**src/hdl/gql_fifo.sv**
```systemverilog
module gql_fifo #(
    parameter int WIDTH = 8,
    parameter int DEPTH = 2
) (
    input  logic             aclk,
    input  logic             aresetn,
    input  logic             push,
    input  logic [WIDTH-1:0] din,
    output logic             full,
    input  logic             pop,
    output logic [WIDTH-1:0] dout,
    output logic             empty
);

    localparam int PTR_W = DEPTH > 1 ? $clog2(DEPTH) : 1;
    localparam int CNT_W = $clog2(DEPTH + 1);

    logic [WIDTH-1:0] mem_reg [DEPTH];
    logic [PTR_W-1:0] wr_ptr_reg, wr_ptr_next;
    logic [PTR_W-1:0] rd_ptr_reg, rd_ptr_next;
    logic [CNT_W-1:0] count_reg, count_next;

    assign full  = (count_reg == CNT_W'(DEPTH));
    assign empty = (count_reg == '0);
    assign dout  = mem_reg[rd_ptr_reg];

    always_comb begin
        wr_ptr_next = wr_ptr_reg;
        rd_ptr_next = rd_ptr_reg;
        count_next  = count_reg;
        if (push) begin
            wr_ptr_next = (wr_ptr_reg == PTR_W'(DEPTH - 1)) ? '0 : wr_ptr_reg + 1'b1;
        end
        if (pop) begin
            rd_ptr_next = (rd_ptr_reg == PTR_W'(DEPTH - 1)) ? '0 : rd_ptr_reg + 1'b1;
        end
        if (push && !pop) begin
            count_next = count_reg + 1'b1;
        end else if (pop && !push) begin
            count_next = count_reg - 1'b1;
        end
    end

    always_ff @(posedge aclk) begin
        if (!aresetn) begin
            wr_ptr_reg <= '0;
            rd_ptr_reg <= '0;
            count_reg  <= '0;
        end else begin
            wr_ptr_reg <= wr_ptr_next;
            rd_ptr_reg <= rd_ptr_next;
            count_reg  <= count_next;
        end
    end

    always_ff @(posedge aclk) begin
        if (push) begin
            mem_reg[wr_ptr_reg] <= din;
        end
    end

endmodule

```
**config.mk**
```make
export PLATFORM = sky130hd
export DESIGN_NAME = gql_fifo
export DESIGN_NICKNAME = d
export VERILOG_FILES = /design/src/hdl/gql_fifo.sv
export SDC_FILE = /design/constraint.sdc
export NUM_CORES = 1
export LEC_CHECK = 0
export BUFFER_PORTS_ARGS = -buffer_cell sky130_fd_sc_hd__buf_2
export CORE_AREA = 4 4 42 53
export DETAILED_ROUTE_END_ITERATION = 10
export DIE_AREA = 0 0 46 57
export PLACE_DENSITY = 0.71
export SLEW_MARGIN = 20
export SYNTH_ARGS = -nofsm -noshare
export SYNTH_HDL_FRONTEND = slang
export SYNTH_SLANG_ARGS = --single-unit
```
**constraint.sdc**
```tcl
create_clock -name aclk -period 1.5 [get_ports aclk]
set_input_delay 0.15 -clock aclk [delete_from_list [all_inputs] [get_ports aclk]]
set_output_delay 0.15 -clock aclk [all_outputs]
set_load 0.01 [all_outputs]
```
---- Word level (Yosys, flattened, before mapping) ----
Memories as Yosys holds them, arrays and structs flattened. A register that Yosys moved wholly into a read port is not among the register bits.
Cells that the tools add are included.
storage, ports and cells
  logic and storage cells ................. 23
  RAM bits ................................ 16
  bits of input ports ..................... 12
  memories ................................ 1
  register bits ........................... 4
memories
  memory   words  width  rd ports  clocked after memory_dff  write ports  line  text
  mem_reg  2      8      1         1                         1            18    logic [WIDTH-1:0] mem_reg [DEPTH];
cells by class
  muxes and demuxes ....................... 8
  add/subtract/negate cells ............... 4
  equal/unequal tests ..................... 1
  reductions and logical operators ........ 6
operator list
  kind                                                                count
  1-bit two-way mux                                                   6
  2-bit two-way mux                                                   2
  1-bit adder, second input constant                                  2
  2-bit by 1-bit adder with 2-bit output, second input constant       1
  2-bit == test, second input constant                                1
  1-bit logical AND                                                   2
  1-bit zero test                                                     2
  2-bit zero test                                                     1
  2-bit nonzero test                                                  1
  2-bit by 1-bit subtractor with 2-bit output, second input constant  1

---- Depth between registers and ports, before layout ----
  word-level depth ........................ 4
  gate-level depth with buffers ........... 5
  gate-level depth less buffers ........... 5

---- Worst setup path after synthesis ----
Ideal clock, no wire load.
  kind .................................... flip-flop to flip-flop
  start ................................... reg wr_ptr_reg
  end ..................................... mem mem_reg[0][0], enable pin
  path slack .............................. 0.396 ns
  library setup time ...................... 0.375 ns
  arrival ................................. 0.730 ns
  cell stages (with the launch flop) ...... 2
  cell sequence ........................... dfxtp_1 > nor2b_1
RTL lines
  item                      line  text
  start: declaration        19    logic [PTR_W-1:0] wr_ptr_reg, wr_ptr_next;
  start signal: assignment  50    wr_ptr_reg <= wr_ptr_next;
  end: declaration          18
Straight into the memory's write port.

==> metrics.yaml <==
outcome: "finished clean"
hold_path.class: "primary input to flop"
yosysTopAreaCell: "edfxtp_1"
synth_area_leaders: "edfxtp_1 60%, dfxtp_1 13%, mux2_2 11%"
fill_cells: 165
post_synth_num_cell_types: 16
worstMarginPinSlew_ns: 0.394
r2r_setup_slack_ns: 0.43
synth_warnings: 0
path_cells: "mux2_2 -> buf_2"
firstDrtPassIters: 3
tns_ns: 0
routedWlPerCell_um: 13.8
coreArea_mm2: 0.00174
io_buffer_count: 21
worstPathRequired_ns: 1.35
p_leak_nw: 0.385
dp_cells: 87
critPathBufInv: 1
design_area_um2: 955
placed_area_um2: 926
synthesis.nets: 60
place_ws_ns: 0.299
drv_cap: 0
min_to: "mem_reg[0][2]"
root_buffer: "clkbuf_4"
grt_pass1_wl_um: 2100
h-tree-depth: 1
grt_use_total_pct: 11.3
synth_top_area_share_pct: 60.5
fin_total_pwr_mw: 1.10
die_x_um: 46
finalSetupViolations: 0
critPathMaxStageDelay_ns: 0.45
cp.arrival_ns: 1.24
num_rows: 17
place_congestion: 0.660
multi_input_area_um2: 205
synth.ff_latch_count: 21
drc_errors: 0
clk_pin_slew_worst_paths_ns: 0.11
r2r_end: "mem_reg[1][3]"
ff_latch_area_um2: 582
syn-cell-area_um2: 795
worstHoldStart: "din[2]"
setup_ws_ns: 0.111
crit_fanout: 8
critPathLaunchType: "flop"
largest_reg_flops: 16
postLayoutCoreUtil_pct: 54.7
syn_area_per_cell_um2: 16.9
grt_max_degree: 13
path_depth: 2
cts_inserted_buffers: 3
relSlewSlack_pct: 73.7
skew_ns: 0.00601
clock_sinks: 21
synth.yosys.seq_area_share_pct: 73.1
path_delay_family: "flip-flops"
worstReg2RegStart: "wr_ptr_reg"
grt_overflow: 0
dieArea_mm2: 0.00262
min_path_cells: 1
rsz0062_at_grt: "false"
clkLatencyLatePin_ns: 0.29
instances_no_fill: 91
crit_slowest_cell: "dfxtp_2"
vdd_drop_max_v: 0.000716
antenna_found_initial: 0
antenna_left: 0
path_class: "flop to primary output"
clockBufferDepth: 2
drv_slew: 0
die-height_um: 57
drive_gt1_share_pct: 50.0
drt-total-wl_um: 1260
period_minus_slack_ns: 1.39
num_vias: 459
fin_crit_sh_pct: 92.6
hold_violations: 0
fin_nets: 86
reg2regPathDepth: 1
start_util_pct: 45.6
pwr_density_cell_mw_per_mm2: 1150
drt_iter0_drc: 3
clock.fmax_mhz: 720
syn2layout_area_growth_pct: 20.2
cts_tree: "yes"
synthCells: 47
n_antenna_cell: 0
dp_hpwl_um: 986
top_level_ports: 22
grt_pass1_vias: 499
via_per_inst: 5.04
cp-end-kind: "primary output"
whs_ns: 0.0397
final cells by class:
| cell class | instances | area share [%] |
|---|---|---|
| sequential | 21 | 60.9 |
| multi-input combinational | 24 | 21.5 |
| timing repair buffer | 22 | 11.8 |
| tap | 19 | 2.49 |
| clock buffer | 3 | 2.36 |
| clock inverter | 1 | 0.524 |
| inverter | 1 | 0.393 |
cell usage after synthesis (all sizes together):
cell,n
a21boi,1
and2,4
and2b,1
buf,1
dfxtp,5
edfxtp,16
ha,1
inv,1
mux2,8
nor2,1
nor2b,2
o21a,1
o21ai,1
or3,1
xnor2,1
xor2,2
routing by layer:
metal	vias to the layer above	part of all wire [%]	GRT usage, %
met3	2	9.9	4.42
met2	14	54	19.5
met4	0	1.0	6.10
met5	-	0	0
li1	221	-	-
met1	222	35	10.8
cell usage in the layout (no fill, tap or decap), types with 2 or more instances in the layout:
cell	Yosys	final
xor2_1	2	2
mux2_2	8	8
and2_1	4	4
nor2b_1	2	2
clkbuf_4	0	3
edfxtp_1	16	16
dfxtp_1	5	4
buf_2	1	21
cells by family after synthesis:
group,share of synthesized area [%]
DFF,73.1
and+or+nand+nor,7.09
muxes,11.3
AOI/OAI and AO/OA,2.52
xor gates and xnor gates,3.31
buffers and inverters,1.10
adders and majority gates,1.57
power breakdown:
group	internal (mW)	total [mW]	switching (mW)
Clock	0.0991	0.256	0.157
Combinational	0.0824	0.151	0.0687
Sequential	0.666	0.689	0.0234
Total	0.848	1.10	0.249
worst max path at each step:
| stage | endpoint | slack, ns |
|---|---|---|
| 5_1_grt | dout[4] | 0.03 |
| 2_1_floorplan | mem_reg[0][0] | 0.40 |
| 3_5_place_dp | count_reg[1] | 0.30 |
| 3_3_place_gp | dout[4] | 0.31 |
| 4_1_cts | dout[4] | 0.08 |
| 6_report | dout[4] | 0.11 |
timing repair:
action / 4_1_cts / 5_1_grt
hold buffers: 0 / 0
resized for setup: 1 / 0
buffers inserted: 0 / 0
setup endpoints to repair: 8 / 0
Note: power is estimated with default switching activity, not from simulation.
