### src/hdl/gql_pkg.sv
package gql_pkg;

    localparam int GLYPH_COUNT_DEF = 96;
    localparam int FIRST_CODE_DEF  = 32;
    localparam int QUEUE_DEPTH     = 2;

    localparam int ATLAS_W  = 13;
    localparam int COORD_W  = 16;
    localparam int TEX_W    = 17;
    localparam int ENTRY_W  = 64;
    localparam int IN_DATA_W  = 120;
    localparam int OUT_DATA_W = 88;

    localparam logic [ATLAS_W-1:0] ATLAS_WIDTH_RST  = 13'd1024;
    localparam logic [ATLAS_W-1:0] ATLAS_HEIGHT_RST = 13'd64;

    // 1.16 texture coordinate worked out to one extra bit, then rounded
    localparam logic [4:0]       DIV_STEPS = 5'd17;
    localparam logic [TEX_W-1:0] TEX_ONE   = 17'h10000;

    // per-vertex corner selection, bit k for vertex k
    localparam logic [5:0] VTX_RIGHT = 6'b011010;
    localparam logic [5:0] VTX_TOP   = 6'b110100;
    localparam logic [2:0] VTX_LAST  = 3'd5;

    typedef enum logic [1:0] {
        OP_LOAD   = 2'd0,
        OP_START  = 2'd1,
        OP_LAYOUT = 2'd2
    } op_t;

    typedef enum logic {
        CFG_ATLAS_WIDTH  = 1'b0,
        CFG_ATLAS_HEIGHT = 1'b1
    } cfg_addr_t;

    typedef enum logic [1:0] {
        BK_IDLE,
        BK_DIV,
        BK_EMIT
    } bk_state_t;

    typedef struct packed {
        logic signed [COORD_W-1:0] xl;
        logic signed [COORD_W-1:0] yb;
        logic signed [COORD_W-1:0] z;
        logic [11:0]               col;
        logic [7:0]                w;
        logic [7:0]                h;
    } job_t;

endpackage

### src/hdl/gql_div.sv
module gql_div (
    input  logic                          aclk,
    input  logic                          aresetn,
    input  logic                          start,
    input  logic [gql_pkg::ATLAS_W-1:0]   num,
    input  logic [gql_pkg::ATLAS_W-1:0]   den,
    output logic                          done,
    output logic [gql_pkg::TEX_W-1:0]     quot
);

    import gql_pkg::*;

    logic [4:0]         cnt_reg, cnt_next;
    logic [ATLAS_W-1:0] rem_reg, rem_next;
    logic [ATLAS_W-1:0] den_reg, den_next;
    logic [TEX_W-1:0]   acc_reg, acc_next;
    logic               sat_reg, sat_next;
    logic [ATLAS_W:0]   shifted;
    logic [TEX_W:0]     rounded;

    // restoring division, one quotient bit a cycle
    assign shifted = {rem_reg, 1'b0};

    always_comb begin
        cnt_next = cnt_reg;
        rem_next = rem_reg;
        den_next = den_reg;
        acc_next = acc_reg;
        sat_next = sat_reg;
        if (start) begin
            cnt_next = DIV_STEPS;
            rem_next = num;
            den_next = den;
            acc_next = '0;
            sat_next = (num >= den);
        end else if (cnt_reg != '0) begin
            cnt_next = cnt_reg - 1'b1;
            if (shifted >= {1'b0, den_reg}) begin
                rem_next = ATLAS_W'(shifted - {1'b0, den_reg});
                acc_next = {acc_reg[TEX_W-2:0], 1'b1};
            end else begin
                rem_next = ATLAS_W'(shifted);
                acc_next = {acc_reg[TEX_W-2:0], 1'b0};
            end
        end
    end

    always_ff @(posedge aclk) begin
        if (!aresetn) begin
            cnt_reg <= '0;
        end else begin
            cnt_reg <= cnt_next;
        end
    end

    always_ff @(posedge aclk) begin
        rem_reg <= rem_next;
        den_reg <= den_next;
        acc_reg <= acc_next;
        sat_reg <= sat_next;
    end

    // round half up from the extra bit; quotient of 1.0 or more clamps
    assign rounded = {1'b0, acc_reg} + 1'b1;
    assign done    = (cnt_reg == '0);
    assign quot    = sat_reg ? TEX_ONE : rounded[TEX_W:1];

endmodule

### src/hdl/gql_back.sv
module gql_back (
    input  logic                           aclk,
    input  logic                           aresetn,
    input  logic [gql_pkg::ATLAS_W-1:0]    atlas_width,
    input  logic [gql_pkg::ATLAS_W-1:0]    atlas_height,
    input  logic                           q_empty,
    output logic                           q_pop,
    input  gql_pkg::job_t                  q_job,
    output logic                           m_tvalid,
    input  logic                           m_tready,
    output logic [gql_pkg::OUT_DATA_W-1:0] m_tdata,
    output logic                           m_tlast
);

    import gql_pkg::*;

    bk_state_t state_reg, state_next;
    logic [2:0] vtx_reg, vtx_next;
    logic signed [COORD_W-1:0] xl_reg, xr_reg, yb_reg, yt_reg, z_reg;

    logic [ATLAS_W-1:0] den_u, den_v;
    logic               div_start;
    logic               u0_done, u1_done, v1_done;
    logic [TEX_W-1:0]   u0, u1, v1;
    logic               out_fire;

    // a zero atlas size counts as one
    assign den_u = (atlas_width  == '0) ? ATLAS_W'(1) : atlas_width;
    assign den_v = (atlas_height == '0) ? ATLAS_W'(1) : atlas_height;

    gql_div u_div_u0 (
        .aclk    (aclk),
        .aresetn (aresetn),
        .start   (div_start),
        .num     (ATLAS_W'(q_job.col)),
        .den     (den_u),
        .done    (u0_done),
        .quot    (u0)
    );

    gql_div u_div_u1 (
        .aclk    (aclk),
        .aresetn (aresetn),
        .start   (div_start),
        .num     (ATLAS_W'(q_job.col) + ATLAS_W'(q_job.w)),
        .den     (den_u),
        .done    (u1_done),
        .quot    (u1)
    );

    gql_div u_div_v1 (
        .aclk    (aclk),
        .aresetn (aresetn),
        .start   (div_start),
        .num     (ATLAS_W'(q_job.h)),
        .den     (den_v),
        .done    (v1_done),
        .quot    (v1)
    );

    assign out_fire = m_tvalid && m_tready;

    always_comb begin
        state_next = state_reg;
        case (state_reg)
            BK_IDLE: begin
                if (!q_empty) begin
                    state_next = BK_DIV;
                end
            end
            BK_DIV: begin
                if (u0_done && u1_done && v1_done) begin
                    state_next = BK_EMIT;
                end
            end
            BK_EMIT: begin
                if (out_fire && (vtx_reg == VTX_LAST)) begin
                    state_next = BK_IDLE;
                end
            end
            default: begin
                state_next = BK_IDLE;
            end
        endcase
    end

    always_comb begin
        q_pop     = 1'b0;
        div_start = 1'b0;
        m_tvalid  = 1'b0;
        case (state_reg)
            BK_IDLE: begin
                q_pop     = !q_empty;
                div_start = !q_empty;
            end
            BK_EMIT: begin
                m_tvalid = 1'b1;
            end
            default: begin
            end
        endcase
    end

    always_comb begin
        vtx_next = vtx_reg;
        if (q_pop) begin
            vtx_next = '0;
        end else if (out_fire) begin
            vtx_next = vtx_reg + 1'b1;
        end
    end

    always_ff @(posedge aclk) begin
        if (!aresetn) begin
            state_reg <= BK_IDLE;
            vtx_reg   <= '0;
        end else begin
            state_reg <= state_next;
            vtx_reg   <= vtx_next;
        end
    end

    always_ff @(posedge aclk) begin
        if (q_pop) begin
            xl_reg <= q_job.xl;
            xr_reg <= q_job.xl + COORD_W'(q_job.w);
            yb_reg <= q_job.yb;
            yt_reg <= q_job.yb + COORD_W'(q_job.h);
            z_reg  <= q_job.z;
        end
    end

    // u follows the x corner, v follows the y corner (top edge has v = 0)
    logic is_right, is_top;

    assign is_right = VTX_RIGHT[vtx_reg];
    assign is_top   = VTX_TOP[vtx_reg];

    always_comb begin
        m_tdata        = '0;
        m_tdata[15:0]  = is_right ? xr_reg : xl_reg;
        m_tdata[31:16] = is_top ? yt_reg : yb_reg;
        m_tdata[47:32] = z_reg;
        m_tdata[64:48] = is_right ? u1 : u0;
        m_tdata[81:65] = is_top ? '0 : v1;
    end

    assign m_tlast = (vtx_reg == VTX_LAST);

endmodule

### config.mk
export PLATFORM = sky130hd
export DESIGN_NAME = gql_back
export DESIGN_NICKNAME = d
export VERILOG_FILES = /design/src/hdl/gql_pkg.sv /design/src/hdl/gql_div.sv /design/src/hdl/gql_back.sv
export SDC_FILE = /design/constraint.sdc
export NUM_CORES = 1
export LEC_CHECK = 0
export BUFFER_PORTS_ARGS = -buffer_cell sky130_fd_sc_hd__buf_2
export CAP_MARGIN = 10
export CORE_MARGIN = 4
export CORE_UTILIZATION = 50
export CTS_CLUSTER_DIAMETER = 30
export DETAILED_ROUTE_END_ITERATION = 7
export PLACE_DENSITY = 0.74
export SLEW_MARGIN = 20
export SYNTH_ARGS = -nofsm -noshare
export SYNTH_HDL_FRONTEND = slang
export SYNTH_SLANG_ARGS = --single-unit
### constraint.sdc
create_clock -name aclk -period 2.7 [get_ports aclk]
set_input_delay 0 -clock aclk [delete_from_list [all_inputs] [get_ports aclk]]
set_output_delay 0 -clock aclk [all_outputs]
set_load 0.005 [all_outputs]
; ---- After elaboration in Yosys (flattened, before gate mapping)
; Memories as Yosys holds them, arrays and structs flattened. A register that Yosys moved wholly into a read port is not among the register bits.
; Cells that the tools add are included.
[totals]
regBits = 219
rom_bits = 16
in_bits = 106
out_inout_bits = 91
wordCells = 113
memories = 2
[op_classes]
add_sub_neg = 13
order_cmp = 7
eq_ne = 6
mux = 39
bitwise_logic = 1
reduce_logical = 19
[mem_list]
columns = memory, depth, width, read_ports, rd_clocked_by_memory_dff, write_ports, line
row1 = (name not given), 8, 1, 1, 1, 0, gql_back.sv:137  ; assign is_top = VTX_TOP[vtx_reg];
row2 = (name not given), 8, 1, 1, 1, 0, gql_back.sv:136  ; assign is_right = VTX_RIGHT[vtx_reg];
[ops]
columns = operator, n
row1 = $mux 13, 7
row2 = $mux 17, 5
row3 = $add 17x1->18 const B, 3
row4 = $ge 14x13->1, 3
row5 = $sub 13x13->13, 3
row6 = $add 16x8->16, 2
row7 = $mux 16, 2
row8 = $mux 5, 6
row9 = $logic_not 13->1, 2
row10 = $mux 12, 2
row11 = $mux 8, 2
row12 = $logic_not 5->1, 3
row13 = $reduce_bool 5->1, 3
row14 = $sub 5x1->5 const B, 3
row15 = $add 12x8->13, 1
row16 = $ge 12x13->1, 1
row17 = $ge 13x13->1, 1
row18 = $ge 8x13->1, 1
row19 = $mux 3, 4
row20 = $mux 1, 7
row21 = $mux 2, 3
row22 = $ne 2x2->1 const B, 3
row23 = $pmux 2 s3, 1
row24 = $reduce_bool 2->1, 3
row25 = other kinds (11), 14

; ---- Logic depth before layout (Yosys ltp)
; Gate-level depths: netlist of run 1.
[depth]
ltp_word = 6
ltp_mapped = 14
mapped_depth_nobuf = 14

; ---- Modules after synthesis
; A second synthesis of run 1 with hierarchy kept.
[hier_totals]
cells_unflattened = 1535
hier_area_um2 = 14938.1
[modules_own_cells]
columns = mod, n_inst, cells_per_inst, area_each_um2, seq_area_each_um2
row1 = gql_div, 3, 377, 3329.4, 1251.2
row2 = gql_back, 1, 404, 4949.7, 2542.4

; ---- Least setup slack after synthesis of run 1
; OpenSTA, ideal clock, no wires.
[synth_path]
path_kind = reg-to-reg
start = register state_reg[1]
end = register u_div_u0.sat_reg (enable)
setup_time_ns = 0.423
t_arrival_ns = 2.600
slack_ns = -0.323
stages_incl_launch_ff = 6
n_path_buf = 3
period_less_slack_ns = 3.023
path_cell_list = dfxtp_1 > or3_1 > clkbuf_1 > inv_2 > clkbuf_1 > buf_2
[synth_via]
elab_chain_len = 2
[synth_rtl]
columns = item, line
row1 = "start, declared", gql_back.sv:17  ; bk_state_t state_reg, state_next;
row2 = "start signal, assigned", gql_back.sv:118  ; state_reg <= state_next;
row3 = $logic_not 2->1, --
row4 = $mux 1, --
row5 = net q_pop, gql_back.sv:7  ; output logic q_pop,
row6 = "end signal, assigned", gql_div.sv:60  ; sat_reg <= sat_next;
row7 = "end, declared", gql_div.sv:17  ; logic sat_reg, sat_next;
; The timed path passes the listed nets, and every way through them passes these cells.
; A chain may end at the register's enable or synchronous reset.

; ---- Worst setup path in the final report of run 1
[layout_path]
start = register u_div_u1.den_reg[7]
end = register u_div_u1.rem_reg[5] (data pin)
[layout_via]
elab_chain_len = 4
[layout_rtl]
columns = item, line
row1 = "start, declared", gql_div.sv:15  ; logic [ATLAS_W-1:0] den_reg, den_next;
row2 = "start signal, assigned", gql_div.sv:58  ; den_reg <= den_next;
row3 = $ge 14x13->1, gql_div.sv:38  ; if (shifted >= {1'b0, den_reg}) begin
row4 = $mux 13, gql_div.sv:38
row5 = $mux 13, gql_div.sv:36  ; end else if (cnt_reg != '0) begin
row6 = $mux 13, gql_div.sv:30  ; if (start) begin
row7 = net u_div_u1.rem_next[5], gql_div.sv:14  ; logic [ATLAS_W-1:0] rem_reg, rem_next;
row8 = "end signal, assigned", gql_div.sv:57  ; rem_reg <= rem_next;
row9 = "end, declared", gql_div.sv:14
; The timed path passes the listed nets, and every way through them passes these cells. The select of a mux whose other input is x is not followed.

==> flow_summary.ini, run 1 <==
[status]
status = completed

[setup_path]
r2r_cells = 10
cpPeakStageDelay_ps = 430
crit_path_end_kind = flop
critPathSlowestCell = or4_4
worstPathArrival_ps = 2950
startpoint_type = flop
critPathRequiredTime_ps = 2980
crit_type = reg -> reg
cpMostUsedCell = a21oi_1
crit_path_cell_trace = inv_1, ha_1, a21oi_1, o21ai_2, a41oi_2, a21oi_2, or4_4, buf_6, mux2i_1, a21oi_1
path_max_fanout = 9

[drt]
wl_um = 35400
wl_per_cell_um = 16.7
drc = 0
dr.pass1.iters = 5
initialDrtViolationCount = 751
viasPerCell = 5.53
ant_nets = 0
vias = 11702

[clocking]
cts_num_sinks = 221
cts-root-to-sink-buffers = 3
cts_tree = built
cts_root_buffer = clkbuf_16
cts_buffers = 56
clk_pin_slew_ps = 40
htreeDepth = 2
insertion_delay_ps = 540

[global_routing]
grt_max_degree = 52
grt_pass1_wl_um = 57300
grt_antenna_before_repair = 1
grt_usage = 0.226
grt_overflow = 0
first_global_vias = 11779

[sta]
final_max_slew_viol_count = 0
slew_headroom = 0.500
skew_ps = 19.0
timing_hold_violations_final = 0
fin_crit_ps = 2670
rsz0062_at_grt = yes
setup_viol = 0
whs_ps = 39.8
period_share = 0.989
clock.fmax_mhz = 375
worstMarginPinSlew_ps = 747

[logic_synthesis]
synthFlopType = edfxtp_1
netlist_instances = 1417
ys_ff_latch = 221
synth_top_area_frac = 0.315
synthArstFlopShare = 0
syn_avg_cell_area_um2 = 9.56
yosys_warnings = 0
ys_types = 74
synth_top_cell_by_area = edfxtp_1
synth_area_mm2 = 0.0135
synth-seq-area-share = 0.432
synth_area_leaders = edfxtp_1 31%, dfxtp_1 12%, ha_1 9.7%, nand2_1 4.9%, a21oi_1 4.7%
synth_edf_count = 142

[floorplanning]
dieArea_mm2 = 0.0298
io-pin-count = 197
start_util = 0.514
core_mm2 = 0.0264
rows = 59
die_h_um = 173
die_w_um = 173

[min_path]
worstHoldPathType = in -> reg
whs_path_depth = 4

[placed_design]
dpl.hpwl_um = 23200
gp_congestion = 0.877
dp.cells = 1904
placed_cell_area_mm2 = 0.0149
port_buffers = 190

[layout]
n_fill_cell = 1959
post-route-cell-area_mm2 = 0.0182
multi_input_area_mm2 = 0.00722
drive_above_1_share = 0.228
final_cell_mix = 190 x buf_2, 176 x nand2_1, 142 x edfxtp_1
final_cells = 2117
synthToLayoutAreaGrowth_pct = 34.1
utilization = 0.689
regArea_mm2 = 0.00585
layout_commonest_cell = buf_2
finish.net_count = 1954

[flow_run]
cap_violations = 0

[power_and_ir_drop]
ir_drop_v = 0.000609
power.leakage_uw = 0.00762
power_uw = 18800
cellPowerDensity_mw_per_mm2 = 1040
## area by class of cell
cell class              count  area share
flip-flops and latches    221       0.322
clock buffers              70      0.0840
diodes                      1    0.000138
inverters                  76      0.0160
clock inverters            32      0.0280
repair buffers            335       0.129
multi-input cells        1047       0.398
well taps                 335      0.0231
## worst paths after layout
| path | startpoint | end | slack [ps] |
|---|---|---|---|
| max | u_div_u1.den_reg[7] | u_div_u1.rem_reg[5] | 30 |
| min | q_job[16] | u_div_u0.rem_reg[0] | 40 |
| max reg2reg | u_div_u1.den_reg[7] | u_div_u1.rem_reg[5] | 30 |
| min reg2reg | u_div_u0.rem_reg[12] | u_div_u0.rem_reg[12] | 480 |
## per-layer routing
layer  up-vias  wire, um  global-route usage
met5         -         0                   0
met4         0      1150              0.0898
met3        95      1790              0.0400
met2       395     17700               0.397
met1      5499     14800               0.278
li1       5713         -                   -
## power by group
part	internal (uW)	total [uW]	switching, uW	leakage [uW]
combinational	2800	6650	3850	0.00463
sequential	4560	5050	489	0.00202
clock	5190	7150	1960	0.000974
## per-stage QoR
step           setup slack (ps)  TNS, ps
6_report                   30.7        0
5_1_grt                   -52.8     -255
4_1_cts                    6.64        0
3_5_place_dp               -264     -338
3_3_place_gp               -194     -194
2_1_floorplan             -3.73    -3.73
## synth_stat cells (all sizes together) (6+ instances only)
cell type  number
nor2b          16
nand2b         25
xor2           50
edfxtp        142
a31oi          16
and2            9
dfxtp          79
o21a           10
fa              6
nor2          108
nor4            6
o21ai          43
ha            105
clkbuf         60
or2             8
mux2i          16
xnor2          64
a211oi         14
and3           23
a21boi          6
nand4          16
o22ai          21
nor3           24
inv            76
buf            19
nand2         177
a21oi         128
mux2           33
a21o           18
nand3          33
## critical path: cells and delay by family (launching register included)
kind                     cells  cell delay (ps)
adder cells (fa/ha/maj)      1              290
buffers and inverters        2              290
AND/OR/NAND/NOR              1              430
multiplexers                 1              200
AO/OA/AOI/OAI                5              820
flip-flops                   1              370
## cells by family after synthesis
| group | share of synthesized area |
|---|---|
| AND/OR/NAND/NOR | 0.158 |
| AO/OA/AOI/OAI | 0.144 |
| flip-flops | 0.432 |
| buffers and inverters | 0.0474 |
| XOR/XNOR | 0.0737 |
| adder cells (fa/ha/maj) | 0.106 |
| multiplexers | 0.0393 |
| other | 0.000277 |
## what timing repair did
action / in CTS / in global routing
gates cloned: 0 / 1
endpoints found under the setup margin: 3 / 23
hold buffers: 102 / 0
gates resized for setup: 2 / 23
hold endpoints to repair: 134 / 0
pin swaps: 0 / 8
setup buffers: 0 / 7
Power figures use the tool's default switching activity.
==> run 2: changes to the inputs <==
--- a/config.mk
+++ b/config.mk
@@ -10,6 +10,6 @@
 export CORE_MARGIN = 4
-export CORE_UTILIZATION = 50
+export CORE_UTILIZATION = 40
 export CTS_CLUSTER_DIAMETER = 30
 export DETAILED_ROUTE_END_ITERATION = 7
-export PLACE_DENSITY = 0.74
+export PLACE_DENSITY = 0.62
 export SLEW_MARGIN = 20
==> constraint.sdc (replaced) <==
create_clock -name aclk -period 2.7 [get_ports aclk]
set_input_delay 0.27 -clock aclk [delete_from_list [all_inputs] [get_ports aclk]]
set_output_delay 0.27 -clock aclk [all_outputs]
set_load 0.005 [all_outputs]
==> run 2 against run 1 <==
Against the previous run:
- count of clock-buffer cells in the layout fell by 4
- total power decreased by 4.3%
- clock power fell by 10%
- setup slack gained 16 ps
- combinational power fell by 1%
- critical path depth increased by 5
- routed wire length shrank 2.9%
- largest cell class unchanged
- utilization decreased by 15 points
- sequential share of layout area rose by 0.066 points
- sequential power barely moved
- die area grew 24%
==> flow_summary.ini, run 2 (synthesis results as in run 1) <==
[sta]
rsz0062_at_grt = yes
period_share = 0.983
worst_slack_ps = 47.1
final_max_slew_viol_count = 0
worstMarginPinSlew_ps = 772
clock.fmax_mhz = 377
whs_ps = 47.0
skew_ps = 26.3
timing_hold_violations_final = 0
slew_headroom = 0.485
fin_crit_ps = 2650
setup_viol = 0

[setup_path]
r2r_cells = 11
worstPathArrival_ps = 2960
path_max_fanout = 2
r2r_start = u_div_u1.den_reg[0]
startpoint = q_job[8]
rrSetupSlack_ps = 100
critPathRequiredTime_ps = 3010
crit_type = in -> reg
startpoint_type = input pin
crit_path_end_kind = flop

[min_path]
whs_path_depth = 2
worst_hold_startpoint = aresetn
worstHoldPathType = in -> reg

[global_routing]
grt_usage = 0.184
grt_antenna_before_repair = 0
grt_pass1_wl_um = 56100
first_global_vias = 11389
grt_max_degree = 49
grt_overflow = 0

[drt]
vias = 11368
dr.pass1.iters = 5
wl_um = 34400
ant_nets = 0
drc = 0
viasPerCell = 5.08
wl_per_cell_um = 15.4
initialDrtViolationCount = 502

[clocking]
clk_pin_slew_ps = 50
cts_num_sinks = 221
cts-root-to-sink-buffers = 3
cts_buffers = 54
htreeDepth = 2
cts_tree = built
cts_root_buffer = clkbuf_16
insertion_delay_ps = 570

[floorplanning]
core_mm2 = 0.0334
start_util = 0.405
die_w_um = 192
dieArea_mm2 = 0.0369
io-pin-count = 197
rows = 67
die_h_um = 192

[flow_run]
cap_violations = 0

[layout]
antenna_cells = 0
layout_commonest_cell = buf_2
finish.net_count = 1965
synthToLayoutAreaGrowth_pct = 34.0
final_cell_mix = 188 x buf_2, 176 x nand2_1, 142 x edfxtp_1
drive_above_1_share = 0.256

[placed_design]
dpl.hpwl_um = 24700
gp_congestion = 0.858
pre_cts_ws_ps = -610
port_buffers = 190

[power_and_ir_drop]
power.leakage_uw = 0.00764
ir_drop_v = 0.000592
cellPowerDensity_mw_per_mm2 = 994

[status]
status = completed
run 2: stage by stage:
stage	cell area, um^2	instances	util	TNS, ps	power [uW]
2_1_floorplan	13600	1422	-	-309	9710
3_3_place_gp	15400	2059	0.459	-561	11200
3_5_place_dp	15400	2059	0.459	-717	11400
4_1_cts	18000	2233	0.537	-26.1	18000
5_1_grt	18200	2239	0.543	-106	19300
6_report	18200	2239	0.543	0	18000
run 2: worst paths after layout:
kind	end
hold reg to reg	u_div_u1.acc_reg[16]
setup / recovery	u_div_u1.sat_reg
hold / removal	u_div_u0.cnt_reg[0]
setup reg to reg	u_div_u1.rem_reg[12]
run 2: layer usage:
layer,wire (um),global-route usage
met5,0,0
met4,777,0.0573
met3,1500,0.0345
met2,16600,0.312
met1,15600,0.240
run 2: area by class of cell:
type	count	area, um^2
clock buffer	66	1490
clock inverter	33	372
fill	2968	15300
inverter	76	290
multi-input combinational	1046	7240
sequential	221	5850
tap	448	561
timing repair buffer	349	2350
run 2: power by group:
part           switching [uW]  internal [uW]
Clock                    2040           4390
Sequential                476           4560
Combinational            3750           2830
run 2: critical path, stage by stage:
cell and delay [ps]:
buf_8 100, ha_4 150, fa_2 350, a21o_1 220
a41oi_2 160, o21ai_2 100, o31ai_4 250, nor2_1 80
xor2_1 230, ha_1 280, a21o_1 150, a21o_1 180
a21oi_2 160, o2111ai_2 110, and2_1 160
run 2: what timing repair did:
| action | CTS | global route |
|---|---|---|
| setup buffers | 3 | 6 |
| hold buffers | 72 | 0 |
| gates cloned | 0 | 0 |
| setup endpoints to repair | 4 | 30 |
| pin swaps | 6 | 8 |
| hold endpoints to repair | 75 | 0 |
| resized for setup | 3 | 37 |
